<file path="src/mes_pkg.sv">
package mes_pkg;

    localparam int COORD_BITS  = 12;
    localparam int RADIUS_BITS = 10;

    localparam int OUT_W  = COORD_BITS + 1;
    localparam int PX_W   = RADIUS_BITS + 1;
    localparam int PY_W   = RADIUS_BITS + 2;
    localparam int SQ_W   = 2 * RADIUS_BITS;
    localparam int GRAD_W = 3 * RADIUS_BITS + 4;
    localparam int DEC_W  = 4 * RADIUS_BITS + 10;
    localparam int MUL_W  = 2 * RADIUS_BITS + 4;
    localparam int PROD_W = 2 * MUL_W;
    localparam int SUM_W  = COORD_BITS + RADIUS_BITS + 3;

    typedef enum logic [3:0] {
        ST_IDLE,
        ST_SQX,
        ST_SQY,
        ST_PROD,
        ST_INIT,
        ST_TX,
        ST_TXR,
        ST_TY,
        ST_TYR,
        ST_RR,
        ST_R2,
        ST_EMIT
    } state_t;

    typedef enum logic [1:0] {
        REG_IDLE,
        REG_ONE,
        REG_TWO,
        REG_DONE
    } region_t;

    typedef enum logic [3:0] {
        MOP_NONE,
        MOP_RXRX,
        MOP_RYRY,
        MOP_RX2RY,
        MOP_TXTX,
        MOP_RY2P,
        MOP_TYTY,
        MOP_RX2P,
        MOP_RX2RY2
    } mop_t;

    typedef struct packed {
        logic       start;
        logic       step;
        mop_t       mop;
        logic       wr_rx2;
        logic       wr_ry2;
        logic       init;
        logic       acc_load;
        logic       acc_add;
        logic       set_r2;
        logic [1:0] emit_idx;
    } dp_cmd_t;

    typedef struct packed {
        logic active;
        logic prod_zero;
        logic to_r2;
    } dp_stat_t;

endpackage

</file>
<file path="src/mes_ctrl.sv">
module mes_ctrl (
    input  logic              clk,
    input  logic              rst_n,
    input  logic              in_valid,
    output logic              in_stall,
    input  logic              op,
    output logic              out_valid,
    input  logic              out_stall,
    input  mes_pkg::dp_stat_t stat,
    output mes_pkg::dp_cmd_t  cmd
);
    import mes_pkg::*;

    state_t     state_reg, state_next;
    logic [1:0] k_reg, k_next;
    logic       pend_reg, pend_next;
    logic       take_start, take_step;

    assign take_start = (state_reg == ST_IDLE) && in_valid && !op;
    assign take_step  = (state_reg == ST_IDLE) && in_valid && op && stat.active;

    always_comb
    begin
        state_next = state_reg;
        k_next     = k_reg;
        pend_next  = pend_reg;
        case (state_reg)
            ST_IDLE:
            begin
                if (take_start)
                begin
                    state_next = ST_SQX;
                    pend_next  = 1'b0;
                end
                else if (take_step)
                begin
                    pend_next  = 1'b1;
                    state_next = stat.to_r2 ? ST_TX : ST_EMIT;
                end
            end
            ST_SQX:  state_next = ST_SQY;
            ST_SQY:  state_next = ST_PROD;
            ST_PROD: state_next = ST_INIT;
            // a zero radius leaves both gradients at zero: region 2 at once
            ST_INIT: state_next = stat.prod_zero ? ST_TX : ST_IDLE;
            ST_TX:   state_next = ST_TXR;
            ST_TXR:  state_next = ST_TY;
            ST_TY:   state_next = ST_TYR;
            ST_TYR:  state_next = ST_RR;
            ST_RR:   state_next = ST_R2;
            ST_R2:   state_next = pend_reg ? ST_EMIT : ST_IDLE;
            ST_EMIT:
            begin
                if (!out_stall)
                begin
                    k_next = k_reg + 2'd1;
                    if (k_reg == 2'd3)
                    begin
                        state_next = ST_IDLE;
                    end
                end
            end
            default: state_next = ST_IDLE;
        endcase
    end

    always_comb
    begin
        cmd          = '0;
        cmd.mop      = MOP_NONE;
        cmd.emit_idx = k_reg;
        cmd.start    = take_start;
        cmd.step     = take_step;
        in_stall     = (state_reg != ST_IDLE);
        out_valid    = (state_reg == ST_EMIT);
        case (state_reg)
            ST_SQX:  cmd.mop = MOP_RXRX;
            ST_SQY:
            begin
                cmd.mop    = MOP_RYRY;
                cmd.wr_rx2 = 1'b1;
            end
            ST_PROD:
            begin
                cmd.mop    = MOP_RX2RY;
                cmd.wr_ry2 = 1'b1;
            end
            ST_INIT: cmd.init = 1'b1;
            ST_TX:   cmd.mop  = MOP_TXTX;
            ST_TXR:  cmd.mop  = MOP_RY2P;
            ST_TY:
            begin
                cmd.mop      = MOP_TYTY;
                cmd.acc_load = 1'b1;
            end
            ST_TYR:  cmd.mop = MOP_RX2P;
            ST_RR:
            begin
                cmd.mop     = MOP_RX2RY2;
                cmd.acc_add = 1'b1;
            end
            ST_R2:   cmd.set_r2 = 1'b1;
            default: cmd.mop = MOP_NONE;
        endcase
    end

    always_ff @(posedge clk or negedge rst_n)
    begin
        if (!rst_n)
        begin
            state_reg <= ST_IDLE;
            k_reg     <= 2'd0;
            pend_reg  <= 1'b0;
        end
        else
        begin
            state_reg <= state_next;
            k_reg     <= k_next;
            pend_reg  <= pend_next;
        end
    end

endmodule

</file>
<file path="src/mes_datapath.sv">
module mes_datapath (
    input  logic                                  clk,
    input  logic                                  rst_n,
    input  mes_pkg::dp_cmd_t                      cmd,
    output mes_pkg::dp_stat_t                     stat,
    input  logic signed [mes_pkg::COORD_BITS-1:0] center_x,
    input  logic signed [mes_pkg::COORD_BITS-1:0] center_y,
    input  logic [mes_pkg::RADIUS_BITS-1:0]       radius_x,
    input  logic [mes_pkg::RADIUS_BITS-1:0]       radius_y,
    input  logic [7:0]                            symbol,
    output logic signed [mes_pkg::OUT_W-1:0]      point_x,
    output logic signed [mes_pkg::OUT_W-1:0]      point_y,
    output logic [7:0]                            glyph,
    output logic                                  last_of_step,
    output logic                                  done_res
);
    import mes_pkg::*;

    logic signed [COORD_BITS-1:0] cx_reg, cy_reg;
    logic [RADIUS_BITS-1:0]       rx_reg, ry_reg;
    logic [7:0]                   sym_reg;
    logic [SQ_W-1:0]              rx2_reg, ry2_reg;
    logic [PX_W-1:0]              px_reg, px_next, bx_reg;
    logic signed [PY_W-1:0]       py_reg, py_next, by_reg;
    logic signed [GRAD_W-1:0]     gx_reg, gx_next, gy_reg, gy_next;
    logic signed [DEC_W-1:0]      dec_reg, dec_next, acc_reg;
    logic signed [PROD_W-1:0]     prod_reg;
    region_t                      region_reg, region_next;
    logic                         fin_reg, fin_next;

    logic signed [GRAD_W-1:0] rx2_g, ry2_g, gx_inc, gy_dec;
    logic signed [DEC_W-1:0]  rx2_d, ry2_d, gx_inc_d, gy_dec_d, prod_d;
    logic signed [MUL_W-1:0]  ma, mb;
    logic [PX_W:0]            tx;
    logic signed [PY_W:0]     ty;
    logic signed [SUM_W-1:0]  cx_s, cy_s, bx_s, by_s, sum_x, sum_y;

    assign rx2_g    = $signed({{(GRAD_W-SQ_W){1'b0}}, rx2_reg});
    assign ry2_g    = $signed({{(GRAD_W-SQ_W){1'b0}}, ry2_reg});
    assign rx2_d    = $signed({{(DEC_W-SQ_W){1'b0}}, rx2_reg});
    assign ry2_d    = $signed({{(DEC_W-SQ_W){1'b0}}, ry2_reg});
    assign gx_inc   = gx_reg + (ry2_g <<< 1);
    assign gy_dec   = gy_reg - (rx2_g <<< 1);
    assign gx_inc_d = {{(DEC_W-GRAD_W){gx_inc[GRAD_W-1]}}, gx_inc};
    assign gy_dec_d = {{(DEC_W-GRAD_W){gy_dec[GRAD_W-1]}}, gy_dec};
    assign prod_d   = {{(DEC_W-PROD_W){prod_reg[PROD_W-1]}}, prod_reg};

    // one midpoint step on the current position
    always_comb
    begin
        px_next = px_reg;
        py_next = py_reg;
        gx_next = gx_reg;
        gy_next = gy_reg;
        if (region_reg == REG_ONE)
        begin
            px_next = px_reg + PX_W'(1);
            gx_next = gx_inc;
            if (dec_reg < 0)
            begin
                dec_next = dec_reg + ((gx_inc_d + ry2_d) <<< 2);
            end
            else
            begin
                py_next  = py_reg - PY_W'(1);
                gy_next  = gy_dec;
                dec_next = dec_reg + ((gx_inc_d - gy_dec_d + ry2_d) <<< 2);
            end
        end
        else
        begin
            py_next = py_reg - PY_W'(1);
            gy_next = gy_dec;
            if (dec_reg > 0)
            begin
                dec_next = dec_reg + ((rx2_d - gy_dec_d) <<< 2);
            end
            else
            begin
                px_next  = px_reg + PX_W'(1);
                gx_next  = gx_inc;
                dec_next = dec_reg + ((gx_inc_d - gy_dec_d + rx2_d) <<< 2);
            end
        end
    end

    assign stat.active    = (region_reg == REG_ONE) || (region_reg == REG_TWO);
    assign stat.prod_zero = (prod_reg == '0);
    assign stat.to_r2     = (region_reg == REG_ONE) && !(gx_next < gy_next);

    always_comb
    begin
        region_next = region_reg;
        fin_next    = fin_reg;
        if (cmd.start)
        begin
            fin_next = 1'b0;
        end
        else if (cmd.step)
        begin
            fin_next = (region_reg == REG_TWO) && py_next[PY_W-1];
            if (fin_next)
            begin
                region_next = REG_DONE;
            end
        end
        else if (cmd.init)
        begin
            region_next = REG_ONE;
        end
        else if (cmd.set_r2)
        begin
            if (py_reg[PY_W-1])
            begin
                region_next = REG_DONE;
                fin_next    = 1'b1;
            end
            else
            begin
                region_next = REG_TWO;
            end
        end
    end

    assign tx = {px_reg, 1'b1};
    assign ty = {py_reg[PY_W-1], py_reg} - (PY_W+1)'(1);

    always_comb
    begin
        case (cmd.mop)
            MOP_RXRX:
            begin
                ma = $signed(MUL_W'(rx_reg));
                mb = $signed(MUL_W'(rx_reg));
            end
            MOP_RYRY:
            begin
                ma = $signed(MUL_W'(ry_reg));
                mb = $signed(MUL_W'(ry_reg));
            end
            MOP_RX2RY:
            begin
                ma = $signed(MUL_W'(rx2_reg));
                mb = $signed(MUL_W'(ry_reg));
            end
            MOP_TXTX:
            begin
                ma = $signed(MUL_W'(tx));
                mb = $signed(MUL_W'(tx));
            end
            MOP_RY2P:
            begin
                ma = $signed(MUL_W'(ry2_reg));
                mb = prod_reg[MUL_W-1:0];
            end
            MOP_TYTY:
            begin
                ma = MUL_W'(ty);
                mb = MUL_W'(ty);
            end
            MOP_RX2P:
            begin
                ma = $signed(MUL_W'(rx2_reg));
                mb = prod_reg[MUL_W-1:0];
            end
            MOP_RX2RY2:
            begin
                ma = $signed(MUL_W'(rx2_reg));
                mb = $signed(MUL_W'(ry2_reg));
            end
            default:
            begin
                ma = '0;
                mb = '0;
            end
        endcase
    end

    always_ff @(posedge clk or negedge rst_n)
    begin
        if (!rst_n)
        begin
            region_reg <= REG_IDLE;
            fin_reg    <= 1'b0;
        end
        else
        begin
            region_reg <= region_next;
            fin_reg    <= fin_next;
        end
    end

    always_ff @(posedge clk)
    begin
        if (cmd.mop != MOP_NONE)
        begin
            prod_reg <= ma * mb;
        end
        if (cmd.wr_rx2)
        begin
            rx2_reg <= prod_reg[SQ_W-1:0];
        end
        if (cmd.wr_ry2)
        begin
            ry2_reg <= prod_reg[SQ_W-1:0];
        end
        if (cmd.start)
        begin
            cx_reg  <= center_x;
            cy_reg  <= center_y;
            rx_reg  <= radius_x;
            ry_reg  <= radius_y;
            sym_reg <= symbol;
            px_reg  <= '0;
            py_reg  <= $signed(PY_W'(radius_y));
            gx_reg  <= '0;
        end
        else if (cmd.step)
        begin
            // hold the old position for the four points of this item
            bx_reg  <= px_reg;
            by_reg  <= py_reg;
            px_reg  <= px_next;
            py_reg  <= py_next;
            gx_reg  <= gx_next;
            gy_reg  <= gy_next;
            dec_reg <= dec_next;
        end
        else if (cmd.init)
        begin
            gy_reg  <= {prod_reg[GRAD_W-2:0], 1'b0};
            dec_reg <= (ry2_d <<< 2) - (prod_d <<< 2) + rx2_d;
        end
        else if (cmd.set_r2)
        begin
            dec_reg <= acc_reg - (prod_d <<< 2);
        end
        if (cmd.acc_load)
        begin
            acc_reg <= prod_d;
        end
        else if (cmd.acc_add)
        begin
            acc_reg <= acc_reg + (prod_d <<< 2);
        end
    end

    assign cx_s  = SUM_W'(cx_reg);
    assign cy_s  = SUM_W'(cy_reg);
    assign bx_s  = $signed(SUM_W'(bx_reg));
    assign by_s  = SUM_W'(by_reg);
    assign sum_x = cmd.emit_idx[0] ? (cx_s - bx_s) : (cx_s + bx_s);
    assign sum_y = cmd.emit_idx[1] ? (cy_s - by_s) : (cy_s + by_s);

    assign point_x      = sum_x[OUT_W-1:0];
    assign point_y      = sum_y[OUT_W-1:0];
    assign glyph        = sym_reg;
    assign last_of_step = (cmd.emit_idx == 2'd3);
    assign done_res     = (cmd.emit_idx == 2'd3) && fin_reg;

endmodule

</file>
<file path="src/midpoint_ellipse_stepper_top.sv">
// Midpoint ellipse stepper.
// Input channel (in_valid / in_stall): op 0 starts an ellipse from center_x,
// center_y, radius_x, radius_y and symbol; op 1 advances one step. An item
// is taken when in_valid is high and in_stall low.
// Output channel (out_valid / out_stall): each step item gives four points,
// (+x,+y), (-x,+y), (+x,-y), (-x,-y), with last_of_step on the fourth and
// done_res on the fourth point of the final step. A step when no ellipse is
// active gives nothing. A start gives nothing and drops any ellipse in hand.
// A step is accepted, then gives one point a cycle while the receiver takes
// them; one that carries the change to region 2 first builds the decision
// value in ST_TX, ST_TXR, ST_TY, ST_TYR, ST_RR and ST_R2, the first five on
// the single shared multiplier. Receiver stalls lengthen a step. A start
// runs three multiplies and set-up, plus the region 2 build for a zero radius.
// The next item is taken only once the previous one is finished.
// While out_stall is high the current point holds and nothing new is taken.
// Reset (rst_n low, asynchronous) leaves the block idle with no ellipse.
module midpoint_ellipse_stepper_top (
    input  logic                                  clk,
    input  logic                                  rst_n,
    input  logic                                  in_valid,
    output logic                                  in_stall,
    input  logic                                  op,
    input  logic signed [mes_pkg::COORD_BITS-1:0] center_x,
    input  logic signed [mes_pkg::COORD_BITS-1:0] center_y,
    input  logic [mes_pkg::RADIUS_BITS-1:0]       radius_x,
    input  logic [mes_pkg::RADIUS_BITS-1:0]       radius_y,
    input  logic [7:0]                            symbol,
    output logic                                  out_valid,
    input  logic                                  out_stall,
    output logic signed [mes_pkg::OUT_W-1:0]      point_x,
    output logic signed [mes_pkg::OUT_W-1:0]      point_y,
    output logic [7:0]                            glyph,
    output logic                                  last_of_step,
    output logic                                  done_res
);
    import mes_pkg::*;

    dp_cmd_t  cmd;
    dp_stat_t stat;

    mes_ctrl u_ctrl (
        .clk       (clk),
        .rst_n     (rst_n),
        .in_valid  (in_valid),
        .in_stall  (in_stall),
        .op        (op),
        .out_valid (out_valid),
        .out_stall (out_stall),
        .stat      (stat),
        .cmd       (cmd)
    );

    mes_datapath u_datapath (
        .clk          (clk),
        .rst_n        (rst_n),
        .cmd          (cmd),
        .stat         (stat),
        .center_x     (center_x),
        .center_y     (center_y),
        .radius_x     (radius_x),
        .radius_y     (radius_y),
        .symbol       (symbol),
        .point_x      (point_x),
        .point_y      (point_y),
        .glyph        (glyph),
        .last_of_step (last_of_step),
        .done_res     (done_res)
    );

endmodule
</file>
<file path="config.mk">
export PLATFORM = sky130hd
export DESIGN_NAME = midpoint_ellipse_stepper_top
export DESIGN_NICKNAME = d
export VERILOG_FILES = /design/src/mes_pkg.sv /design/src/mes_ctrl.sv /design/src/mes_datapath.sv /design/src/midpoint_ellipse_stepper_top.sv
export SDC_FILE = /design/constraint.sdc
export NUM_CORES = 2
export LEC_CHECK = 0
export ABC_AREA = 1
export BUFFER_PORTS_ARGS = -buffer_cell sky130_fd_sc_hd__buf_2
export CAP_MARGIN = 20
export CORE_ASPECT_RATIO = 2
export CORE_MARGIN = 2
export CORE_UTILIZATION = 70
export DETAILED_ROUTE_END_ITERATION = 16
export HOLD_SLACK_MARGIN = 0.06
export PLACE_DENSITY = 0.87
export SLEW_MARGIN = 20
export SYNTH_ARGS = -nofsm -noshare
export SYNTH_HDL_FRONTEND = slang
export SYNTH_SLANG_ARGS = --single-unit
</file>
<file path="constraint.sdc">
create_clock -name clk -period 19.6 [get_ports clk]
set_input_delay 0 -clock clk [delete_from_list [all_inputs] [get_ports clk]]
set_output_delay 0 -clock clk [all_outputs]
set_load 0.005 [all_outputs]
</file>
==> run metrics, run 1 <==
global-route wire length before repair=about 540 mm; grt total ovfl=between 700 and 800; stopping stage=global routing (5_1_grt); input/output buffers=94; num ports=95; Post-Syn Nets=between 9000 and 10000; Async SR Flop Fraction=0.0276; DIE WIDTH=212 µm; number of CTS-inserted buffers=37; Yosys warnings=0; Die Span Y=between 400 and 500 µm; unique cell type count in the Yosys netlist=82; routability cong.=1.24; largest net degree at the start of global routing=slightly below 70; postcts setup bufs=0; Starting Density=0.707; Detail Placement HPWL=around 210 mm; # rows=approximately 150; sequential area share after synthesis=0.171; Syn Inst Count=~8500; Most used DFF post-synth=edfxtp_1; clk sinks=~360; #FFs+latches synth=roughly 360; error msg=[ERROR GRT-0116] Global routing finished with congestion. Check the congestion regions in the DRC Viewer.; gr usage total=0.802; Synth Area per Inst=approximately 7 µm²; Synth Cell Area=60700 µm²; number of global-route vias before repair=between 70000 and 80000; CTS Buffer Depth=3; htree depth=2; clock root buffer=clkbuf_16; outcome=stopped before the end; number of synthesized flops with an enable pin=approximately 310
[timing repair]
action	in CTS
endpoints found under the hold margin	120
gates resized for setup	0
hold buffers	59
[cell families after synthesis]
group	synth area share
flops	0.171
buf+inv	0.125
compound gates	0.139
simple gates	0.230
xor+xnor	0.0366
fa+ha+maj	0.298
[through the flow]
stage,setup slack [ps],cell area [µm²],util,cells
after detailed placement,9430,62300,0.725,9646
after floorplan,11220,60700,-,8539
after global placement,9700,62300,0.725,9646
after CTS,9400,64100,0.746,9773
[routing by layer]
metal,track usage,GRT overflow
met1,0.763,22
met2,0.978,447
met3,0.646,33
met4,0.880,286
met5,0.261,11
[Yosys cell counts (8+ instances only)]
master	count	share of area
edfxtp_1	306	0.15
clkinv_1	19	0.0012
fa_1	587	0.19
ha_1	508	0.10
a21oi_1	640	0.053
or2_2	41	0.0042
dfxtp_1	46	0.015
and3_1	11	0.0011
a211oi_1	18	0.0022
a31oi_1	61	0.0063
inv_1	1739	0.11
nand3_1	304	0.025
o21ai_1	29	0.0024
o21a_1	43	0.0053
xor2_1	182	0.026
xnor2_1	70	0.010
o221ai_1	17	0.0025
nor2_4	8	0.0015
o2111ai_1	9	0.0013
nor4_1	48	0.0049
and2_1	12	0.0012
o31ai_1	11	0.0014
dfrtp_1	10	0.0041
clkbuf_1	120	0.0074
nand3_2	17	0.0028
o22ai_1	28	0.0029
o21bai_1	20	0.0025
nand2_1	1858	0.11
nor2_1	714	0.044
nand4_1	77	0.0079
nor3_1	93	0.0077
nor3_2	10	0.0016
buf_1	11	0.00068
inv_2	35	0.0022
o21ai_0	536	0.044
o211ai_1	20	0.0025
buf_2	67	0.0055
nand3b_1	12	0.0015
a221oi_1	20	0.0029
nor2_2	27	0.0028
nand2_2	55	0.0057
a21o_1	19	0.0023
==> run 2, diff against run 1 <==
--- a/config.mk
+++ b/config.mk
@@ -8,12 +8,10 @@
 export ABC_AREA = 1
 export BUFFER_PORTS_ARGS = -buffer_cell sky130_fd_sc_hd__buf_2
 export CAP_MARGIN = 20
-export CORE_ASPECT_RATIO = 2
 export CORE_MARGIN = 2
-export CORE_UTILIZATION = 70
+export CORE_UTILIZATION = 40
 export DETAILED_ROUTE_END_ITERATION = 16
-export HOLD_SLACK_MARGIN = 0.06
-export PLACE_DENSITY = 0.87
+export PLACE_DENSITY_LB_ADDON = 0.15
 export SLEW_MARGIN = 20
 export SYNTH_ARGS = -nofsm -noshare
 export SYNTH_HDL_FRONTEND = slang
==> run 2 against run 1 <==
Effect of this change:
- synthesized area did not move
- synthesized cell count is the same
- the flow now finishes without violations
==> run metrics, run 2 <==
clock root buffer=clkbuf_16; num ports=95 (unchanged); hold_sp=center_y[6]; RSZ-0062 raised after global routing=false; R2R depth=35; Fin Hold WS=just under 40 ps; max-slew violations=0; largest net degree at the start of global routing=about 80; drt drc=0; Synth area leaders=fa_1, edfxtp_1, nand2_1; hold path cells=2; Most used DFF post-synth=edfxtp_1; routability cong.=0.981 (-21%); Slew HR=0.237; Yosys warnings=0 (unchanged); Seq. cell area=10400 µm²; vias post-DR=approximately 58000; Final TNS setup=0 ps; #FFs+latches synth=362 (unchanged); number of CTS-inserted buffers=49 (+32%); Worst path top cell family by delay=adder cells; routed length per placed instance=approximately 23 µm; Async SR Flop Fraction=0.0276 (unchanged); CP peak stage delay=between 900 and 1000 ps; most frequent cell after synthesis=nand2_1; gr usage total=0.312; Syn Inst Count=8539 (unchanged); number of synthesized flops with an enable pin=306 (unchanged); Crit Path Class=flip-flop to flip-flop; Multi-input gate area=~43000 µm²; Max Fclk=96.6 MHz; number of fill cells=between 15000 and 20000; post-route ant nets=0; Tightest Pin Transition=between 1000 and 1500 ps; Setup Viol. Count Final=0; global-route wire length before repair=around 370 mm; crit path buf inv count=8; WP data arrival=approximately 11000 ps; Hold Fails Final Rpt=0; postcts setup bufs=0 (unchanged); Detail Placement HPWL=204 mm (-2.6%); Startpoint Class=flip-flop; endpoint of the worst register-to-register path=u_datapath.prod_reg[43]$_DFFE_PP_; period utilization=0.528; flop-to-flop setup slack=around 9000 ps; initial antenna violation count=0; Post-Syn Nets=9691 (unchanged); P&R area growth vs syn=8.33%; Setup crit end kind=flip-flop; max cap viols=0; Post-CTS Hold Buffers=56 (-5.1%); WP data required=~20000 ps; CP max stage cell=clkinv_1; final WL=approximately 250 mm; # rows=143 (-5.9%); CTS Buffer Depth=3 (unchanged); die area=155000 µm²; grt total ovfl=0; largest area contributor in the netlist=fa_1; outcome=finished clean; Hold EP=u_datapath.cy_reg[6]$_DFFE_PP_; clock latency on the worst-skew pair=around 670 ps; htree depth=2 (unchanged); Synth Area per Inst=7.11 µm² (unchanged); Core Region=151000 µm²; Synth top cells by count=nand2_1, inv_1, nor2_1; skew final=between 40 and 50 ps; input/output buffers=94 (unchanged); diodes inserted=0; Synth Cell Area=60700 µm² (unchanged); sequential area share after synthesis=0.171 (unchanged); FF-to-FF Start=u_datapath.py_reg[0]$_DFFE_PP_; Die Span Y=394 µm (-6.4%); Place WS=9390 ps (-44.3 ps); DIE WIDTH=394 µm (+85%); initial drt markers=~4600; Hold Crit Class=input pin to flip-flop; vias per cell=5.39; commonest non-fill, non-tap cell in the layout=nand2_1; most frequent cells in the layout=nand2_1, inv_1, nor2_1, a21oi_1, fa_1; Post-CTS Resized=0 (unchanged); final layout net count=about 9800; Worst-path clk slew=~60 ps; CTS tree=built; drt pass-1 iters=6; fin crit period=approximately 10000 ps; unique cell type count in the Yosys netlist=82 (unchanged); top-area cell type share of the netlist area=0.193 (unchanged); post-route setup slack=a little over 9000 ps; clk sinks=362 (unchanged); number of global-route vias before repair=about 58000; Starting Density=0.401 (-0.305); layout cells sized above 1=0.0565; Crit Path Max Fanout=23
==> run 2: worst reg2reg max path, delay by kind of cell, from the launching register on <==
family          cells  cell delay [ps]
buf+inv             8             1440
simple gates       11             2150
xor+xnor            2              430
fa+ha+maj           8             3970
flops               1              470
compound gates      6             1620
==> run 2: worst max-delay path by stage <==
stage	startpoint	to	cells after the start
finish	u_datapath.py_reg[0]$_DFFE_PP_	u_datapath.prod_reg[43]$_DFFE_PP_	35
global route	u_ctrl.state_reg[0]$_DFFE_PN0P_	u_datapath.prod_reg[43]$_DFFE_PP_	33
CTS	u_ctrl.state_reg[0]$_DFFE_PN0P_	u_datapath.prod_reg[43]$_DFFE_PP_	33
detailed placement	u_ctrl.state_reg[0]$_DFFE_PN0P_	u_datapath.prod_reg[43]$_DFFE_PP_	33
global placement	u_ctrl.state_reg[0]$_DFFE_PN0P_	u_datapath.prod_reg[43]$_DFFE_PP_	33
floorplan	u_ctrl.state_reg[0]$_DFFE_PN0P_	u_datapath.prod_reg[47]$_DFFE_PP_	38
==> run 2: cell type report <==
| class | instances | area share |
|---|---|---|
| Clock buffer | 56 | 0.0193 |
| Clock inverter | 35 | 0.00639 |
| Inverter | 1794 | 0.102 |
| Multi-Input combinational cell | 6181 | 0.651 |
| Sequential cell | 362 | 0.157 |
| Tap cell | 2030 | 0.0386 |
| Timing Repair Buffer | 230 | 0.0248 |
==> run 2: logic make-up after synthesis <==
logic type / count (synthesis) / share of synthesized area
DFF: 362 / 0.171
buffers and inverters: 1996 / 0.125
adders and majority gates: 1095 / 0.298
xor gates and xnor gates: 253 / 0.0366
AOI/OAI and AO/OA: 1527 / 0.139
and+or+nand+nor: 3306 / 0.230
==> run 2: per-layer routing <==
| layer | part of all wire | track usage |
|---|---|---|
| met3 | 0.058 | 0.0315 |
| met4 | 0.051 | 0.134 |
| met5 | 0 | 0 |
| met1 | 0.42 | 0.399 |
| met2 | 0.48 | 0.536 |
==> run 2: per-stage QoR <==
stage | instances | utilization | instance area (µm²)
after floorplan | 8539 | - | 60700
after global placement | 10500 | 0.420 | 63600
after detailed placement | 10500 | 0.420 | 63600
after CTS | 10700 | 0.435 | 65800
after global routing | 10700 | 0.435 | 65800
final | 10700 | 0.435 | 65800
Power of run 2 is not shown: default switching activity piles up to over one toggle a cycle in this logic, so the estimate is an artifact.
